<file path="config.mk">
export PLATFORM = sky130hd
export DESIGN_NAME = cad_isqrt
export DESIGN_NICKNAME = d
export VERILOG_FILES = /design/src/hw/rtl/assert_macros.svh /design/src/hw/rtl/cad_pkg.sv /design/src/hw/rtl/cad_isqrt.sv
export SDC_FILE = /design/constraint.sdc
export NUM_CORES = 2
export LEC_CHECK = 0
export ABC_AREA = 1
export BUFFER_PORTS_ARGS = -buffer_cell sky130_fd_sc_hd__clkbuf_2
export CORE_ASPECT_RATIO = 1.25
export CORE_UTILIZATION = 40
export CTS_BUF_LIST = sky130_fd_sc_hd__clkbuf_8
export CTS_CLUSTER_DIAMETER = 40
export DETAILED_ROUTE_END_ITERATION = 10
export RECOVER_POWER = 100
export SLEW_MARGIN = 20
export SYNTH_ARGS = -nofsm -noshare
export SYNTH_HDL_FRONTEND = slang
export SYNTH_SLANG_ARGS = --single-unit
</file>
<file path="constraint.sdc">
create_clock -name clk -period 3.31 [get_ports clk]
set_input_delay 0.8275 -clock clk [delete_from_list [all_inputs] [get_ports clk]]
set_output_delay 0.8275 -clock clk [all_outputs]
set_load 0.1 [all_outputs]
</file>
<file path="src/hw/rtl/assert_macros.svh">
// ----------------------------------------------------------------------------
// Assertion macros
// Shared concurrent assertion forms for the closest approach block.
// ----------------------------------------------------------------------------
`ifndef ASSERT_MACROS_SVH
`define ASSERT_MACROS_SVH

`ifndef ASSERT_OFF

// Same-cycle implication under clock and active-low reset.
`define ASSERT_IMPLY(name, clk, rst_n, ante, cons) \
	name: assert property (@(posedge clk) disable iff (!rst_n) (ante) |-> (cons)) \
	else $error("assertion failed: same-cycle implication");

// Next-cycle implication under clock and active-low reset.
`define ASSERT_NEXT(name, clk, rst_n, ante, cons) \
	name: assert property (@(posedge clk) disable iff (!rst_n) (ante) |=> (cons)) \
	else $error("assertion failed: next-cycle implication");

`else

`define ASSERT_IMPLY(name, clk, rst_n, ante, cons)
`define ASSERT_NEXT(name, clk, rst_n, ante, cons)

`endif

`endif

</file>
<file path="src/hw/rtl/cad_pkg.sv">
// ----------------------------------------------------------------------------
// cad_pkg
// Shared types and constants of the closest approach distance pipeline.
// ----------------------------------------------------------------------------
package cad_pkg;

	typedef enum logic [1:0] {
		CODE_SLOW    = 2'd0,
		CODE_OPEN    = 2'd1,
		CODE_CLOSING = 2'd2
	} case_code_t;

	// Control that travels with each item down the pipeline.
	typedef struct packed {
		logic       valid;
		case_code_t code;
	} cad_ctl_t;

	localparam int unsigned DIST_W    = 25;
	localparam logic [DIST_W-1:0] DIST_MAX = '1;

	localparam int unsigned CFG_W     = 32;
	localparam int unsigned ADDR_W    = 3;
	localparam logic [CFG_W-1:0] THR_RESET = 32'd10;
	localparam logic [0:0] THR_INDEX  = 1'b0;

endpackage

</file>
<file path="src/hw/rtl/cad_isqrt.sv">
// ----------------------------------------------------------------------------
// cad_isqrt
// Pipelined digit-by-digit integer square root, one root bit per stage.
// ----------------------------------------------------------------------------
module cad_isqrt #(
	parameter int unsigned RB = 25
) (
	input  logic              clk,
	input  logic              arst_n,
	input  logic              en,
	input  logic [2*RB-1:0]   n,
	input  cad_pkg::cad_ctl_t ctl_in,
	output logic [RB-1:0]     root,
	output cad_pkg::cad_ctl_t ctl_out
);

	logic [RB:0]       rem_s  [1:RB];
	logic [RB-1:0]     root_s [1:RB];
	logic [2*RB-1:0]   n_s    [1:RB];
	cad_pkg::cad_ctl_t ctl_s  [1:RB];

	for (genvar k = 0; k < RB; k++) begin : g_step
		logic [RB:0]       rem_c;
		logic [RB-1:0]     root_c;
		logic [2*RB-1:0]   n_c;
		cad_pkg::cad_ctl_t ctl_c;
		logic [RB+2:0]     wide;
		logic [RB+2:0]     trial;
		logic              fit;

		if (k == 0) begin : g_first
			assign rem_c  = '0;
			assign root_c = '0;
			assign n_c    = n;
			assign ctl_c  = ctl_in;
		end else begin : g_next
			assign rem_c  = rem_s[k];
			assign root_c = root_s[k];
			assign n_c    = n_s[k];
			assign ctl_c  = ctl_s[k];
		end

		// shift in the next bit pair and test 4*root + 1
		assign wide  = {rem_c, n_c[2*(RB-1-k)+1 -: 2]};
		assign trial = {1'b0, root_c, 2'b01};
		assign fit   = wide >= trial;

		always_ff @(posedge clk) begin
			if (en) begin
				rem_s[k+1]  <= (RB+1)'(fit ? (wide - trial) : wide);
				root_s[k+1] <= {root_c[RB-2:0], fit};
				n_s[k+1]    <= n_c;
			end
		end

		always_ff @(posedge clk or negedge arst_n) begin
			if (!arst_n) begin
				ctl_s[k+1] <= '0;
			end else if (en) begin
				ctl_s[k+1] <= ctl_c;
			end
		end
	end

	assign root    = root_s[RB];
	assign ctl_out = ctl_s[RB];

endmodule

</file>
==> results_dict.tcl <==
set metrics [dict create \
    ys_warn_count 0 \
    antenna_found_initial 1 \
    achievable-frequency_mhz 331 \
    post_synth_most_frequent_cells "3028 x nand2_1, 1674 x inv_1, 1514 x edfxtp_1" \
    run_status "finished with violations" \
    fin_skew_ns 0.0828 \
    yosys_register_bits 1589 \
    clock_sink_count 1589 \
    report.final.slew_viol_count 139 \
    crit_path_cell_trace "clkbuf_2 > buf_6" \
    finalSetupTns_ns 0 \
    cts_root_buffer_type "clkbuf_8" \
    worstSkewPairLatency_ns 0.99 \
    hold_crit_class "input port to flip-flop" \
    vias_in_the_first_global_route 63277 \
    synthTopCellsByArea "edfxtp_1 53%, nand2_1 13%, inv_1 7.4%, ha_1 5.2%, nor2_1 3.5%" \
    post-layout-total-power_mw 56.2 \
    syn_area_per_cell_um2 8.91 \
    syn_nets 9996 \
    synth_ff_type "edfxtp_1" \
    drt.antenna.violating_nets 0 \
    slew_headroom_pct -71.3 \
    floorplan.rows 189 \
    aggregate_global_route_resource_usage_pct 20.5 \
    final_min_period_over_clock_period_pct 91.3 \
    die_h_um 519 \
    cap_viol_max_count 2 \
    numCtsBuffers 297 \
    globalRouteOverflowTotal 0 \
    dominant_delay_contributor_by_cell_family_on_the_critical_path "buffers and inverters" \
    cts.clk_slew.worst_paths_ns 0.05 \
    whs_ns 0.107 \
    drt-total-wl_mm 223 \
    syn_to_final_growth_pct 11.5 \
    vias 63448 \
    crit_arrival_ns 3.57 \
    worstSetupPathType "input port to flip-flop" \
    crit_path_top_delay_cell "clkbuf_2" \
    top_level_ports 84 \
    number_of_flops_mapped_to_enable_cells_by_yosys 1514 \
    critical_path.max_fanout 91 \
    required_ns 3.86 \
    setup_viol_count_final 0 \
    failed_checks "max-capacitance violations, max-slew violations" \
    overall_die_area_um2 215000 \
    synth_async_sr_flop_share_pct 4.72 \
    synth.lib_cells_used.distinct 50 \
    tritoncts "built" \
    dp_hpwl_mm 173 \
    layout-drive-gt1-share_pct 6.19 \
    chip_width_um 415 \
    route.detailed.vias_per_inst 4.87 \
    rd_place_congestion 0.947 \
    post_cts_buffers 0 \
    largest_net_degree_at_the_start_of_global_routing 92 \
    global_route_wire_length_before_repair_mm 347 \
    most_utilized_layer_in_the_global_route_result "met2" \
    power.static_leakage_nw 42.8 \
    timing.critical_path.slowest_cell_delay_ns 1.73 \
    synth_area_um2 85400 \
    detail_route.drc_violations 0 \
    drt_first_iter_violations 3786 \
    io_buffer_count 83 \
    drt-wirelength-per-cell_um 17.1 \
    yosys.cell_count.top_type "nand2_1" \
    synth-seq-area-share_pct 55.4 \
    timing.final.crit_period_ns 3.02 \
    synth_top_area_share_pct 53.2 \
    postCtsResizedCells 0 \
    global_route.usage.met2_pct 38.9 \
    worstPathBufferInverterCount 2 \
    setup_repair_after_global_routing_missed_its_margin "no" \
    synthDominantAreaCellType "edfxtp_1" \
    placeableCoreArea_um2 212000 \
    floorplan.initialDensity_pct 40.3 \
    final-hold-violation-count 0 \
    pwr_density_cell_nw_per_um2 590 \
    met3_usage_pct 2.64 \
    nets 10439 \
    synthesis.instances 9588 \
    ir_worst_vdd_mv 0.448 \
    setup.worst_path.start_class "input port" \
    timing.critical_path.to_type "flip-flop" \
    cts-root-to-sink-buffers 4 \
    met1_usage_pct 22.6 \
    drt_pass1_iterations 6 \
    n_fill_cell 20719 \
    worst_slew_pin_slew_ns 2.57 \
    htree_num_levels 5 \
]
[logic make-up (layout without fill, tap and decap cells)]
| family | count (synthesis) | count (layout) | synth area share, % |
|---|---|---|---|
| AOI/OAI and AO/OA | 765 | 765 | 4.84 |
| xor gates and xnor gates | 235 | 235 | 2.41 |
| adders and majority gates | 352 | 352 | 5.16 |
| buffers and inverters | 1782 | 2448 | 8.28 |
| DFF | 1589 | 1589 | 55.4 |
| muxes | 5 | 5 | 0.0659 |
| other | 1 | 2 | 0.00439 |
| and+or+nand+nor | 4859 | 4859 | 23.8 |
[per-layer routing]
metal | part of all wire [%] | wire length, µm | up-vias
met5 | 0 | 0 | -
met4 | 4.1 | 9240 | 0
li1 | - | - | 32056
met3 | 3.7 | 8240 | 449
met1 | 39 | 87000 | 29582
met2 | 53 | 119000 | 1361
[metrics by stage]
stage                     util, %  cells  worst slack [ns]  cell area (µm²)
after floorplan                 -   9588              1.29            85400
after global placement       42.3  12454             0.433            89700
after detailed placement     42.3  12454             0.444            89700
after CTS                    45.2  13023             0.461            96000
after global routing         44.9  13024             0.123            95200
final                        44.9  13024             0.288            95200
[flip-flops by register name, indices dropped and copies added, names as in the netlist]
| register | count |
|---|---|
| ctl_out | 3 |
| ctl_s | 72 |
| rem_s | 589 |
| root_s | 325 |
| n_s | 600 |
[layout by cell type (no fill, tap or decap), types with 8 or more instances in the layout]
cell type,count
a21oi_2,8
nand2_2,17
edfxtp_1,1514
or2_2,17
nand2_1,3041
nor2_1,794
xor2_1,112
clkbuf_4,9
buf_4,18
dlygate4sd3_1,47
clkinv_1,49
clkbuf_8,304
nor4_1,12
clkbuf_1,77
o21ai_2,10
nand4_1,166
o21bai_1,15
clkinv_2,32
o21ai_1,8
and2_1,22
buf_12,12
clkinvlp_4,27
clkinv_4,9
inv_1,1746
xnor2_1,123
dfrtp_1,75
inv_6,9
bufinv_16,17
o21ai_0,323
clkbuf_2,71
nor2_2,26
nor3_1,75
ha_1,352
nand3_1,580
nand3b_1,79
a21oi_1,377
[area by class of cell]
| cell class | count | area [µm²] | share of cell area, % |
|---|---|---|---|
| Tap cell | 2769 | 3460 | 3.64 |
| Timing Repair Buffer | 237 | 1590 | 1.66 |
| Clock buffer | 304 | 4180 | 4.39 |
| Sequential cell | 1589 | 47300 | 49.7 |
| Clock inverter | 218 | 1560 | 1.64 |
| Multi-Input combinational cell | 6217 | 30700 | 32.3 |
| Antenna cell | 1 | 2.50 | 0.00263 |
| Inverter | 1689 | 6350 | 6.67 |
[timing repair]
action | 4_1_cts | 5_1_grt
hold buffers | 47 | 0
setup endpoints to repair | 0 | 0
hold endpoints to repair | 120 | 0
[report_power, final]
part / internal [mW] / switching (mW)
logic: 3.76 / 7.75
clock network: 10.0 / 8.52
registers: 24.7 / 1.49
total: 38.5 / 17.7
[worst paths after layout]
check	start	end	slack (ns)	cells past startpoint
min reg2reg	n_s[7][18]$_DFFE_PP_	n_s[8][18]$_DFFE_PP_	0.36	0
max in group asynchronous	arst_n	ctl_s[42]$_DFFE_PN0P_	1.32	2
max reg2reg	root_s[23][9]$_DFFE_PP_	rem_s[24][23]$_DFFE_PP_	0.30	11
min in group asynchronous	arst_n	ctl_s[9]$_DFFE_PN0P_	0.90	2
max	en	rem_s[24][18]$_DFFE_PP_	0.29	2
min	n[13]	n_s[1][13]$_DFFE_PP_	0.11	1
Power figures use the tool's default switching activity.
